<file path="config.mk">
export PLATFORM = sky130hd
export DESIGN_NAME = string_key_bucket_hash
export DESIGN_NICKNAME = d
export VERILOG_FILES = /design/src/hdl/skbh_pkg.sv /design/src/hdl/string_key_bucket_hash.sv /design/src/hdl/skbh_datapath.sv /design/src/hdl/skbh_ctrl.sv
export SDC_FILE = /design/constraint.sdc
export NUM_CORES = 1
export LEC_CHECK = 0
export BUFFER_PORTS_ARGS = -buffer_cell sky130_fd_sc_hd__buf_2
export CAP_MARGIN = 5
export CORE_UTILIZATION = 58
export CTS_CLUSTER_DIAMETER = 100
export CTS_CLUSTER_SIZE = 12
export DETAILED_ROUTE_END_ITERATION = 10
export GPL_TIMING_DRIVEN = 0
export PLACE_DENSITY = 0.8
export SKIP_LAST_GASP = 1
export SYNTH_ARGS = -nofsm -noshare
export SYNTH_HDL_FRONTEND = slang
export SYNTH_SLANG_ARGS = --single-unit
export TNS_END_PERCENT = 20
</file>
<file path="constraint.sdc">
create_clock -name clk -period 6.7 [get_ports clk]
set_input_delay 0 -clock clk [delete_from_list [all_inputs] [get_ports clk]]
set_output_delay 0 -clock clk [all_outputs]
set_load 0.03 [all_outputs]
</file>
<file path="src/hdl/skbh_pkg.sv">
// Shared constants and controller/datapath interface types for string_key_bucket_hash.
// No dependencies.
package skbh_pkg;

  localparam int unsigned WORD_W     = 32;
  localparam int unsigned BYTE_W     = 8;
  localparam int unsigned HBITS_W    = 6;
  localparam int unsigned CFG_IDX_W  = 1;
  localparam int unsigned DIV_CNT_W  = $clog2(WORD_W);

  localparam logic [WORD_W-1:0]  HASH_MOD           = 32'd4294967029;
  localparam logic [WORD_W-1:0]  GOLDEN_MULT        = 32'd2654435769;
  localparam logic [HBITS_W-1:0] WORD_BITS          = 6'd32;
  localparam logic [HBITS_W-1:0] HASH_BITS_RESET    = 6'd5;
  localparam logic [WORD_W-1:0]  BUCKET_COUNT_RESET = 32'd16;

  // Configuration register indexes
  localparam logic [CFG_IDX_W-1:0] REG_HASH_BITS    = 1'b0;
  localparam logic [CFG_IDX_W-1:0] REG_BUCKET_COUNT = 1'b1;

  // Controller to datapath
  typedef struct packed {
    logic absorb;    // fold key byte into running value
    logic finish;    // register golden product, clear running value
    logic load;      // shift product and load the remainder unit
    logic step;      // one restoring remainder step
    logic put;       // move remainder into the output register
  } cmd_t;

  // Datapath to controller
  typedef struct packed {
    logic div_last;  // current step is the last one
  } sts_t;

endpackage

</file>
<file path="src/hdl/string_key_bucket_hash.sv">
// Top level of string_key_bucket_hash: joins controller and datapath.
// Depends on skbh_pkg, skbh_ctrl and skbh_datapath.
//
//  channel   direction  handshake              payload
//  in_       slave      in_tvalid/in_tready    in_tdata = key_byte, in_tlast = key_end
//  out_      master     out_tvalid/out_tready  out_tdata = bucket_index
//  cfg_      write      cfg_we                 cfg_idx, cfg_wdata
//
// Key bytes stream back to back while the block is idle. After an end item
// no new item is taken until the golden product is registered, the shift is
// done, the bit-serial remainder unit has run and the index is handed to the
// output register, which waits while that register is full.
// Reset (rst_n low, synchronous) clears the running value and restores
// hash_bits to 5 and bucket_count to 16.
module string_key_bucket_hash (
  input  logic                            clk,
  input  logic                            rst_n,
  input  logic                            in_tvalid,
  output logic                            in_tready,
  input  logic [7:0]                      in_tdata,   // [7:0] key_byte
  input  logic                            in_tlast,   // key_end
  output logic                            out_tvalid,
  input  logic                            out_tready,
  output logic [31:0]                     out_tdata,  // [31:0] bucket_index
  input  logic                            cfg_we,
  input  logic [skbh_pkg::CFG_IDX_W-1:0]  cfg_idx,
  input  logic [31:0]                     cfg_wdata
);

  skbh_pkg::cmd_t cmd;
  skbh_pkg::sts_t sts;

  skbh_ctrl u_ctrl (
    .clk        (clk),
    .rst_n      (rst_n),
    .in_tvalid  (in_tvalid),
    .in_tready  (in_tready),
    .in_tlast   (in_tlast),
    .out_tvalid (out_tvalid),
    .out_tready (out_tready),
    .cmd        (cmd),
    .sts        (sts)
  );

  skbh_datapath u_dp (
    .clk          (clk),
    .rst_n        (rst_n),
    .cmd          (cmd),
    .sts          (sts),
    .key_byte     (in_tdata),
    .cfg_we       (cfg_we),
    .cfg_idx      (cfg_idx),
    .cfg_wdata    (cfg_wdata),
    .bucket_index (out_tdata)
  );

endmodule

</file>
<file path="src/hdl/skbh_datapath.sv">
// Datapath of string_key_bucket_hash: running value, golden product, shift,
// bit-serial remainder unit, configuration and output registers. Uses skbh_pkg.
module skbh_datapath (
  input  logic                              clk,
  input  logic                              rst_n,
  input  skbh_pkg::cmd_t                    cmd,
  output skbh_pkg::sts_t                    sts,
  input  logic [skbh_pkg::BYTE_W-1:0]       key_byte,
  input  logic                              cfg_we,
  input  logic [skbh_pkg::CFG_IDX_W-1:0]    cfg_idx,
  input  logic [skbh_pkg::WORD_W-1:0]       cfg_wdata,
  output logic [skbh_pkg::WORD_W-1:0]       bucket_index
);

  logic [skbh_pkg::WORD_W-1:0]    k_r, k_nxt;
  logic [skbh_pkg::WORD_W-1:0]    prod_r;
  logic [skbh_pkg::WORD_W-1:0]    rem_r, rem_nxt;
  logic [skbh_pkg::WORD_W-1:0]    dvd_r, dvd_nxt;
  logic [skbh_pkg::DIV_CNT_W-1:0] cnt_r, cnt_nxt;
  logic [skbh_pkg::WORD_W-1:0]    out_r;
  logic [skbh_pkg::HBITS_W-1:0]   hash_bits_r;
  logic [skbh_pkg::WORD_W-1:0]    bucket_count_r;

  logic [skbh_pkg::WORD_W-1:0]    sum;
  logic [skbh_pkg::WORD_W-1:0]    mult_lo;
  logic [skbh_pkg::HBITS_W-1:0]   bits_sat;
  logic [skbh_pkg::HBITS_W-1:0]   shamt;
  logic [skbh_pkg::WORD_W-1:0]    hashed;
  logic [skbh_pkg::WORD_W:0]      trial;

  // 257*K + b, wrapped to 32 bits
  assign sum = {k_r[skbh_pkg::WORD_W-9:0], 8'h00} + k_r
             + {{(skbh_pkg::WORD_W-skbh_pkg::BYTE_W){1'b0}}, key_byte};

  assign mult_lo = k_r * skbh_pkg::GOLDEN_MULT;

  assign bits_sat = (hash_bits_r > skbh_pkg::WORD_BITS) ? skbh_pkg::WORD_BITS : hash_bits_r;
  assign shamt    = skbh_pkg::WORD_BITS - bits_sat;
  // a shift of 32 empties the word
  assign hashed   = prod_r >> shamt;

  assign trial = {rem_r, dvd_r[skbh_pkg::WORD_W-1]};

  always_comb begin
    k_nxt = k_r;
    if (cmd.absorb) begin
      k_nxt = (sum >= skbh_pkg::HASH_MOD) ? sum - skbh_pkg::HASH_MOD : sum;
    end else if (cmd.finish) begin
      k_nxt = '0;
    end
  end

  always_comb begin
    rem_nxt = rem_r;
    dvd_nxt = dvd_r;
    cnt_nxt = cnt_r;
    if (cmd.load) begin
      rem_nxt = '0;
      dvd_nxt = hashed;
      cnt_nxt = '0;
    end else if (cmd.step) begin
      if (trial >= {1'b0, bucket_count_r}) begin
        rem_nxt = trial[skbh_pkg::WORD_W-1:0] - bucket_count_r;
      end else begin
        rem_nxt = trial[skbh_pkg::WORD_W-1:0];
      end
      dvd_nxt = {dvd_r[skbh_pkg::WORD_W-2:0], 1'b0};
      cnt_nxt = cnt_r + 1'b1;
    end
  end

  assign sts.div_last = (cnt_r == {skbh_pkg::DIV_CNT_W{1'b1}});

  always_ff @(posedge clk) begin
    if (!rst_n) begin
      k_r            <= '0;
      hash_bits_r    <= skbh_pkg::HASH_BITS_RESET;
      bucket_count_r <= skbh_pkg::BUCKET_COUNT_RESET;
      cnt_r          <= '0;
    end else begin
      k_r   <= k_nxt;
      cnt_r <= cnt_nxt;
      if (cfg_we) begin
        unique case (cfg_idx)
          skbh_pkg::REG_HASH_BITS:    hash_bits_r    <= cfg_wdata[skbh_pkg::HBITS_W-1:0];
          skbh_pkg::REG_BUCKET_COUNT: bucket_count_r <= cfg_wdata;
          default: ;
        endcase
      end
    end
  end

  always_ff @(posedge clk) begin
    rem_r <= rem_nxt;
    dvd_r <= dvd_nxt;
    if (cmd.finish) begin
      prod_r <= mult_lo;
    end
    if (cmd.put) begin
      // no buckets: index is zero
      out_r <= (bucket_count_r == '0) ? '0 : rem_r;
    end
  end

  assign bucket_index = out_r;

endmodule

</file>
<file path="src/hdl/skbh_ctrl.sv">
// Controller of string_key_bucket_hash: sequences absorb, finish, remainder
// steps and output handoff. Uses skbh_pkg.
module skbh_ctrl (
  input  logic            clk,
  input  logic            rst_n,
  input  logic            in_tvalid,
  output logic            in_tready,
  input  logic            in_tlast,
  output logic            out_tvalid,
  input  logic            out_tready,
  output skbh_pkg::cmd_t  cmd,
  input  skbh_pkg::sts_t  sts
);

  typedef enum logic [1:0] {
    S_IDLE,
    S_LOAD,
    S_DIV,
    S_PUT
  } state_t;

  state_t state_r, state_nxt;
  logic   out_valid_r, out_valid_nxt;
  logic   in_acc;
  logic   slot_free;

  assign in_tready = (state_r == S_IDLE);
  assign in_acc    = in_tvalid && in_tready;
  assign slot_free = !out_valid_r || out_tready;

  assign cmd.absorb = in_acc && !in_tlast;
  assign cmd.finish = in_acc && in_tlast;
  assign cmd.load   = (state_r == S_LOAD);
  assign cmd.step   = (state_r == S_DIV);
  assign cmd.put    = (state_r == S_PUT) && slot_free;

  always_comb begin
    state_nxt = state_r;
    unique case (state_r)
      S_IDLE: if (cmd.finish) state_nxt = S_LOAD;
      S_LOAD: state_nxt = S_DIV;
      S_DIV:  if (sts.div_last) state_nxt = S_PUT;
      S_PUT:  if (slot_free) state_nxt = S_IDLE;
      default: state_nxt = S_IDLE;
    endcase
  end

  always_comb begin
    out_valid_nxt = out_valid_r;
    if (cmd.put) begin
      out_valid_nxt = 1'b1;
    end else if (out_tready) begin
      out_valid_nxt = 1'b0;
    end
  end

  always_ff @(posedge clk) begin
    if (!rst_n) begin
      state_r     <= S_IDLE;
      out_valid_r <= 1'b0;
    end else begin
      state_r     <= state_nxt;
      out_valid_r <= out_valid_nxt;
    end
  end

  assign out_tvalid = out_valid_r;

endmodule

</file>
# Word level (Yosys, flattened, before mapping)
# Cells that the tools add are included.
[classes]
shifts = 1
mux = 13
div_mod_pow = 0
mul = 1
n_reduce_logical = 16
order_cmp = 3
n_addsub = 6
bitwise = 2
eq_ne = 7
[op_table]
columns = ["operator", "count"]
rows = [
  ["$mux 32", 6],
  ["$ge 33x32->1", 1],
  ["$add 32x32->32", 1],
  ["$add 32x8->32", 1],
  ["$ge 32x32->1 const B", 1],
  ["$logic_not 32->1", 1],
  ["$mul 32x32->32 const B", 1],
  ["$shr 32x6->32", 1],
  ["$sub 32x32->32", 1],
  ["$sub 32x32->32 const B", 1],
  ["$pmux 2 s4", 1],
  ["$gt 6x6->1 const B", 1],
  ["$mux 2", 3],
  ["$mux 6", 1],
  ["$reduce_bool 2->1", 3],
  ["$sub 6x6->6 const A", 1],
  ["$add 5x1->5 const B", 1],
  ["$eq 5x5->1 const B", 1],
  ["$eq 2x2->1 const B", 2],
  ["$logic_and 1x1->1", 4],
  ["$ne 2x1->1 const B", 2],
  ["$reduce_and 2->1", 2],
  ["$reduce_and 3->1", 1],
  ["$eq 2x1->1 const B", 1],
  ["7 further kinds", 10],
]
[totals]
register_bits = 206
latchBits = 0
rom_bits = 0
mem_bits_rw = 0
output_inout_bits = 34
wordCells = 59
mem_count = 0

# Depth between registers and ports, before layout
# Gate-level depths: netlist (run 1).
[depth]
ltp_word = 5
mapped_depth = 24

# Modules after synthesis
# A second synthesis (run 1) with hierarchy kept.
[unflattened]
hier_cells = 2350
hier_area_um2 = 22617.9
[by_module_without_submodules]
columns = ["mod", "area_each_um2", "cells_each", "instances"]
rows = [
  ["skbh_datapath", 22390.2, 2325, 1],
  ["skbh_ctrl", 227.7, 25, 1],
]

# Worst setup path before layout (run 1)
# OpenSTA, ideal clock, no wires.
[synth_path]
kind = "register to register"
from = "register u_dp.k_r[2] (netlist name)"
to = "register u_dp.prod_r[31] (netlist name) (data pin)"
setup_time_ps = 260
t_arrival_ps = 6469
path_stages_with_launch = 25
path_buffers = 0
t_required_ps = 6440
setup_slack_ps = -28
cell_sequence = "dfxtp_1 > inv_1 > fa_1 > inv_1 > fa_1 > fa_1 > inv_1 > fa_1 > inv_1 > fa_1 > ha_1 > fa_1 > fa_1 > ha_1 > o21a_1 > o21a_1 > a21oi_1 > nand2_1 > a31oi_1 > o21ai_0 > or4_1 > a311oi_1 > o21bai_1 > a21oi_1 > xnor2_1"
[synth_between]
elab_chain_len = 1
[synth_lines]
columns = ["item", "line", "text"]
rows = [
  ["start, declared", "skbh_datapath.sv:15", "logic [skbh_pkg::WORD_W-1:0] k_r, k_nxt;"],
  ["start signal, assigned", "skbh_datapath.sv:81", "k_r <= k_nxt;"],
  ["$mul 32x32->32", "skbh_datapath.sv:35", "assign mult_lo = k_r * skbh_pkg::GOLDEN_MULT;"],
  ["via u_dp.mult_lo (one bit)", "skbh_datapath.sv:25", "logic [skbh_pkg::WORD_W-1:0] mult_lo;"],
  ["end signal, assigned", "skbh_datapath.sv:97", "prod_r <= mult_lo;"],
  ["end, declared", "skbh_datapath.sv:16", "logic [skbh_pkg::WORD_W-1:0] prod_r;"],
]
# The timed path passes the listed nets, and every way through them passes these cells.
# A chain may end at the register's enable or synchronous reset.

# Worst setup path after layout (run 1)
[layout_path]
from = "register u_dp.k_r[4] (netlist name)"
to = "register u_dp.prod_r[31] (netlist name) (data pin)"
# Same word-level chain as after synthesis.

==> qor.yml, run 1 <==
status: "finished, violations left"
violations: "negative setup slack"
synthMuxAreaShare_pct: 5.082
timing.final.ws_setup_ns: -0.2461
peakVddDrop_mv: 0.2688
final_area_um2: 24970
clk_latency_ns: 0.53
setup_viol: 4
core_area_um2: 37930
dpl_cell_area_um2: 23600
cts_tree: "yes"
slowest_delay_ns: 0.60
synth_top_family_by_area: "adder cells"
antenna_found_initial: 1
fin_tns_setup_ns: -0.7962
synth_area_leader_cell: "fa_1"
rsz0062_at_grt: "true"
cts_buffer_depth: 3
whs_ns: 0.08842
dr.first_iter.drc_count: 1331
synth_area_um2: 22550
ant_nets: 0
fmax_mhz: 144.0
synth_fa_ha_area_share_pct: 35.71
synth_seq_cells: 206
crit_arrival_ns: 7.16
period_share_pct: 103.7
die_x_um: 199.2
synth-edff-count: 96
maxSlewHeadroom_pct: 27.17
vias_per_cell: 5.953
power_mw: 11.29
fin_skew_ns: 0.03647
grt_overflow: 0
netlist.area_leader.share_pct: 20.51
drc_errors: 0
slew_viol_final: 0
drv_cap: 0
ys_async_sr_fraction_pct: 0
routed_wl_um: 59200
synth_nets: 2879
crit_fanout: 4
p_leak_nw: 11.61
start_kind: "register"
endpoint_kind: "register"
fillers: 2945
drt_pass1_iterations: 8
synth_compound_area_share_pct: 14.06
seq_power_share_pct: 19.6
path_cells: "inv_1 -> fa_1 -> inv_1 -> fa_1 -> fa_1 -> inv_1 -> fa_1 -> inv_1 -> fa_1 -> ha_1 -> fa_1 -> fa_2 -> ha_4 -> o21a_1 -> o21a_1 -> a21oi_2 -> nand2_1 -> a31oi_2 -> o21ai_2 -> or4_4 -> a311oi_2 -> o21bai_1 -> a21oi_2 -> xnor2_2"
crit_path_frequent_cell: "fa_1"
cts.clk_slew.worst_paths_ns: 0.07
fin_crit_ns: 6.946
crit_family: "adder cells"
grt_first_pass_wirelength_um: 93760
row_count: 71
synthTopCellsByCount: "inv_1 (376), ha_1 (274), fa_1 (231), nand2_1 (168)"
die_y_um: 199.2
yosys.area_share.simple_pct: 10.81
clock-sinks: 206
worstSetupPathType: "register to register"
gp_congestion: 1.008
pwr-share-comb_pct: 71.0
regArea_um2: 5140
netlist_top_cells_area: "fa_1 (21%), ha_1 (15%), edfxtp_1 (13%)"
grt_max_degree: 34
power_switching_mw: 5.380
multiInputGateArea_um2: 15870
drive_above_1_share_pct: 8.287
worst_slew_pin_slew_ns: 1.091
netSwitchingFraction_pct: 47.66
num_vias: 17990
p_int_mw: 5.908
required_ns: 6.91
nets: 3050
hold_class: "primary input to register"
grt_usage_pct: 30.33
yosys.area_share.xor_xnor_pct: 4.272
grt_pass1_vias: 18070
netlist_instances: 2327
wl_per_cell_um: 19.59
synth_ff_type: "dfxtp_1"
ys.warnings.count: 0
avgSynthCellArea_um2: 9.691
htree_levels: 1
io_buffers: 79
cts_buffers: 21
path_buf_inv: 4
yosysSeqAreaShare_pct: 22.55
p_clk_share_pct: 9.5
cts_root_buf: "clkbuf_16"
hold_violations: 0
die-area_um2: 39670
start_util_pct: 59.45
slowest_stage: "fa_2"
yosysMostFrequentCell: "inv_1"
ys_types: 78
dp_hpwl_um: 46450
p_per_area_nw_per_um2: 452.1
syn_to_final_growth_pct: 10.73
ios: 81
-- cell usage in the layout (no fill, tap or decap), types with 43 or more instances in the layout --
cell        n
nand2_1   168
nor2_1    109
xnor2_1    75
ha_1      270
inv_1     369
o21ai_0    43
a21oi_1    91
nor2b_1    52
mux2i_1   110
clkbuf_1   75
dfxtp_1    92
buf_2      84
edfxtp_1   96
fa_1      229
-- per-layer routing --
metal	share of wire [%]	track usage (%)	vias up	routed length, um
met2	47	50.73	745	27980
met1	42	39.87	8748	24800
met3	6.6	3.527	167	3928
met4	4.2	12.59	0	2496
li1	-	-	8330	-
met5	0	0	-	0
-- worst register-to-register path, cell delays in order (launching register included) --
cell,delay [ns]
dfxtp_4,0.37
inv_1,0.11
fa_1,0.51
inv_1,0.07
fa_1,0.38
fa_1,0.49
inv_1,0.05
fa_1,0.48
inv_1,0.05
fa_1,0.45
ha_1,0.30
fa_1,0.46
fa_2,0.60
ha_4,0.23
o21a_1,0.11
o21a_1,0.21
a21oi_2,0.19
nand2_1,0.09
a31oi_2,0.19
o21ai_2,0.13
or4_4,0.46
a311oi_2,0.28
o21bai_1,0.13
a21oi_2,0.19
xnor2_2,0.11
-- cell type report --
type	instances	area share (%)
Buffer	73	1.122
Antenna cell	1	0.01002
Multi-Input combinational cell	1671	63.57
Inverter	377	5.772
Tap cell	511	2.561
Clock buffer	33	2.285
Clock inverter	2	0.07015
Sequential cell	206	20.58
Timing Repair Buffer	148	4.029
-- power by group through the flow --
stage | clock [mW] | sequential (mW) | combinational (mW)
detailed placement | 0 | 2.26 | 7.60
floorplan | 0 | 2.14 | 5.78
global route | 1.13 | 2.24 | 8.86
finish | 1.07 | 2.21 | 8.01
global placement | 0 | 2.24 | 7.36
CTS | 1.08 | 2.20 | 7.89
-- worst paths after layout --
path / startpoint / cells past startpoint / end / slack [ns]
min reg2reg: u_dp.bucket_count_r[27]$_SDFFE_PN0P_ / 2 / u_dp.bucket_count_r[27]$_SDFFE_PN0P_ / 0.48
max reg2reg: u_dp.k_r[4]$_SDFFE_PN0P_ / 24 / u_dp.prod_r[31]$_DFFE_PP_ / -0.25
min: in_tdata[1] / 4 / u_dp.k_r[1]$_SDFFE_PN0P_ / 0.09
max: u_dp.k_r[4]$_SDFFE_PN0P_ / 24 / u_dp.prod_r[31]$_DFFE_PP_ / -0.25
-- cell families after synthesis --
| group | after synthesis |
|---|---|
| adders and majority gates | 505 |
| and+or+nand+nor | 502 |
| buffers and inverters | 450 |
| AOI/OAI and AO/OA | 440 |
| DFF | 206 |
| muxes | 114 |
| xor gates and xnor gates | 110 |
-- per-stage QoR --
stage                     setup WS, ns  std cells  utilization, %
after floorplan                0.03160       2327               -
after global routing           -0.4769       3022           65.83
after global placement          -1.266       2917           62.18
after detailed placement        -1.321       2918           62.23
after CTS                      -0.1925       3021           65.77
final                          -0.2461       3022           65.83
-- registers in the layout, summed over array words and instances (netlist names) --
| name | flops |
|---|---|
| u_dp.cnt_r | 5 |
| u_dp.bucket_index | 32 |
| u_dp.prod_r | 32 |
| u_dp.dvd_r | 32 |
| u_dp.hash_bits_r | 6 |
| u_dp.bucket_count_r | 32 |
| u_ctrl.out_tvalid | 1 |
| u_dp.rem_r | 32 |
| u_ctrl.state_r | 2 |
| u_dp.k_r | 32 |
-- what timing repair did --
item / CTS / global route
endpoints found under the setup margin: 12 / 5
hold buffers: 34 / 0
setup buffers: 34 / 0
endpoints found under the hold margin: 39 / 0
pin swaps: 3 / 0
resized for setup: 53 / 3
No activity file was read; power rests on OpenSTA's default activity.
==> run 2: changes to the inputs <==
--- a/config.mk
+++ b/config.mk
@@ -7,12 +7,12 @@
 export LEC_CHECK = 0
 export BUFFER_PORTS_ARGS = -buffer_cell sky130_fd_sc_hd__buf_2
 export CAP_MARGIN = 5
-export CORE_UTILIZATION = 58
+export CORE_UTILIZATION = 35
 export CTS_CLUSTER_DIAMETER = 100
 export CTS_CLUSTER_SIZE = 12
 export DETAILED_ROUTE_END_ITERATION = 10
 export GPL_TIMING_DRIVEN = 0
-export PLACE_DENSITY = 0.8
+export PLACE_DENSITY_LB_ADDON = 0.3
 export SKIP_LAST_GASP = 1
 export SYNTH_ARGS = -nofsm -noshare
 export SYNTH_HDL_FRONTEND = slang
==> qor.yml, run 2 (synthesis gave the netlist of run 1 again) <==
status: "finished, violations left"  # unchanged
violations: "negative setup slack"  # unchanged
gp_congestion: 0.9226  # was 1.008
io_buffers: 79  # unchanged
worstHoldPathCells: 3  # was 4
clk_latency_ns: 0.54  # was 0.53 ns
row_count: 92  # was 71
whs_ns: 0.01031  # was 0.08842 ns
dp_hpwl_um: 49630  # was 46450 um
core_area_um2: 63310  # was 37930 um2
routed_wl_um: 60920  # was 59200 um
grt_max_degree: 34  # unchanged
drt_pass1_iterations: 5  # was 8
ios: 81  # unchanged
vias_per_cell: 5.140  # was 5.953
peakVddDrop_mv: 0.2053  # was 0.2688 mV
cts_buffers: 21  # unchanged
die_y_um: 255.8  # was 199.2 um
clock-sinks: 206  # unchanged
hold_end: "u_dp.cnt_r[2]$_SDFFE_PP0P_"  # was u_dp.k_r[1]$_SDFFE_PN0P_
path_cells: "inv_1 -> fa_1 -> inv_1 -> fa_2 -> fa_1 -> inv_1 -> fa_1 -> inv_1 -> fa_1 -> ha_4 -> fa_1 -> fa_1 -> ha_4 -> o21a_1 -> o21a_1 -> a21oi_2 -> nand2_1 -> a31oi_4 -> o21ai_4 -> or4_4 -> a311oi_2 -> o21bai_1 -> a21oi_2 -> xnor2_1"  # was inv_1 -> fa_1 -> inv_1 -> fa_1 -> fa_1 -> inv_1 -> fa_1 -> inv_1 -> fa_1 -> ha_1 -> fa_1 -> fa_2 -> ha_4 -> o21a_1 -> o21a_1 -> a21oi_2 -> nand2_1 -> a31oi_2 -> o21ai_2 -> or4_4 -> a311oi_2 -> o21bai_1 -> a21oi_2 -> xnor2_2
layout_common_cells: "inv_1 (365), ha_1 (267), fa_1 (223)"  # was inv_1 (369), ha_1 (270), fa_1 (229)
cts_tree: "yes"  # unchanged
die-area_um2: 65450  # was 39670 um2
grt_first_pass_wirelength_um: 98300  # was 93760 um
final_area_um2: 25510  # was 24970 um2
setup_viol: 2  # was 4
fin_skew_ns: 0.02305  # was 0.03647 ns
drv_cap: 0  # unchanged
crit_arrival_ns: 6.99  # was 7.16 ns
crit_start: "u_dp.k_r[2]$_SDFFE_PN0P_"  # was u_dp.k_r[4]$_SDFFE_PN0P_
htree_levels: 1  # unchanged
finish.utilization_pct: 40.30  # was 65.83%
cts.clk_slew.worst_paths_ns: 0.07  # about the same
hold_path_startpoint: "rst_n"  # was in_tdata[1]
r2r_end: "u_dp.prod_r[31]$_DFFE_PP_"  # unchanged
drc_errors: 0  # unchanged
required_ns: 6.95  # was 6.91 ns
hold_violations: 0  # unchanged
crit_path_frequent_cell: "fa_1"  # unchanged
antenna_cells: 0  # was 1
crit_fanout: 4  # unchanged
hold_class: "primary input to register"  # unchanged
dpl_cell_area_um2: 24030  # was 23600 um2
slew_viol_final: 0  # unchanged
num_vias: 17280  # was 17990
cts_buffer_depth: 3  # unchanged
cts_root_buf: "clkbuf_16"  # unchanged
syn_to_final_growth_pct: 13.14  # was 10.73%
wl_per_cell_um: 18.12  # was 19.59 um
p_per_area_nw_per_um2: 444.2  # was 452.1 nW/um2
endpoint_kind: "register"  # unchanged
crit-reg2reg-launch: "u_dp.k_r[2]$_SDFFE_PN0P_"  # was u_dp.k_r[4]$_SDFFE_PN0P_
grt_overflow: 0  # unchanged
ant_nets: 0  # unchanged
slowest_delay_ns: 0.54  # was 0.60 ns
worst_slew_pin_slew_ns: 1.112  # was 1.091 ns
worstSetupPathType: "register to register"  # unchanged
die_x_um: 255.8  # was 199.2 um
fin_crit_ns: 6.741  # was 6.946 ns
drive_above_1_share_pct: 9.221  # was 8.287%
timing.final.ws_setup_ns: -0.04105  # was -0.2461 ns
maxSlewHeadroom_pct: 25.35  # was 27.17%
rrSetupSlack_ns: -0.04  # was -0.25 ns
start_kind: "register"  # unchanged
final_common_cell: "inv_1"  # unchanged
start_util_pct: 35.62  # was 59.45%
dr.first_iter.drc_count: 1038  # was 1331
slowest_stage: "fa_1"  # was fa_2
antenna_found_initial: 0  # was 1
power_mw: 11.33  # was 11.29 mW
fmax_mhz: 148.3  # was 144.0 MHz
grt_usage_pct: 18.71  # was 30.33%
nets: 3055  # was 3050
post-place-ws_ns: -1.379  # was -1.321 ns
p_leak_nw: 11.62  # was 11.61 nW
rsz0062_at_grt: "true"  # unchanged
period_share_pct: 100.6  # was 103.7%
reg2reg_depth: 24  # unchanged
grt_pass1_vias: 18330  # was 18070
## run 2: cell types whose count changed in the layout (fill, tap and decap cells not counted), moves of 3 or more
| cell | delta |
|---|---|
| fa_1 | -6 |
| fa_2 | +6 |
| buf_4 | +5 |
| inv_1 | -4 |
| dfxtp_1 | -3 |
| ha_1 | -3 |
| inv_2 | +3 |
## run 2: layer usage
layer	GRT usage (%)	up-vias	part of all wire, %
li1	-	8343	-
met1	24.17	8469	45
met2	33.08	371	49
met3	1.990	98	3.6
met4	4.923	0	2.6
met5	0	-	0
## run 2: cell type report
type / instances / area, um2
tap: 846 / 1059
fill: 6309 / 37800
sequential: 206 / 5146
timing repair buffer: 153 / 1039
clock inverter: 3 / 22.52
multi-input combinational: 1671 / 15950
clock buffer: 33 / 570.5
buffer: 73 / 280.3
inverter: 377 / 1445
## run 2: power by group
part | internal (mW) | total [mW] | switching (mW) | leakage (nW)
logic | 3.45 | 8.06 | 4.61 | 9.53
clock network | 0.584 | 1.08 | 0.499 | 0.286
registers | 1.93 | 2.19 | 0.261 | 1.81
total | 5.96 | 11.3 | 5.37 | 11.6
## run 2: critical path, delay by kind of cell (launching register included)
kind,cells,cell delay (ns)
AO/OA/AOI/OAI,8,1.33
adder cells (fa/ha/maj),9,3.85
XOR/XNOR,1,0.11
AND/OR/NAND/NOR,2,0.56
buffers and inverters,4,0.25
flip-flops,1,0.35
## run 2: how the worst max path moves through the flow
stage / to / slack (ns) / cells past startpoint
6_report: u_dp.prod_r[31]$_DFFE_PP_ / -0.04 / 24
5_1_grt: u_dp.prod_r[30]$_DFFE_PP_ / -0.29 / 24
4_1_cts: u_dp.prod_r[30]$_DFFE_PP_ / -0.02 / 24
3_5_place_dp: u_dp.prod_r[30]$_DFFE_PP_ / -1.38 / 23
3_3_place_gp: u_dp.prod_r[30]$_DFFE_PP_ / -1.34 / 23
2_1_floorplan: u_dp.prod_r[31]$_DFFE_PP_ / 0.03 / 24
## run 2: what timing repair did
action / 4_1_cts / 5_1_grt
resized for setup: 77 / 3
endpoints found under the hold margin: 40 / 0
buffers inserted: 36 / 2
pin swaps: 13 / 1
hold buffers: 35 / 0
endpoints found under the setup margin: 12 / 5
## run 2: stage by stage
| step | cells | setup TNS [ns] |
|---|---|---|
| CTS | 3360 | -0.04237 |
| floorplan | 2327 | 0 |
| finish | 3362 | -0.04581 |
| global route | 3362 | -0.9801 |
| detailed placement | 3253 | -8.654 |
| global placement | 3252 | -7.819 |
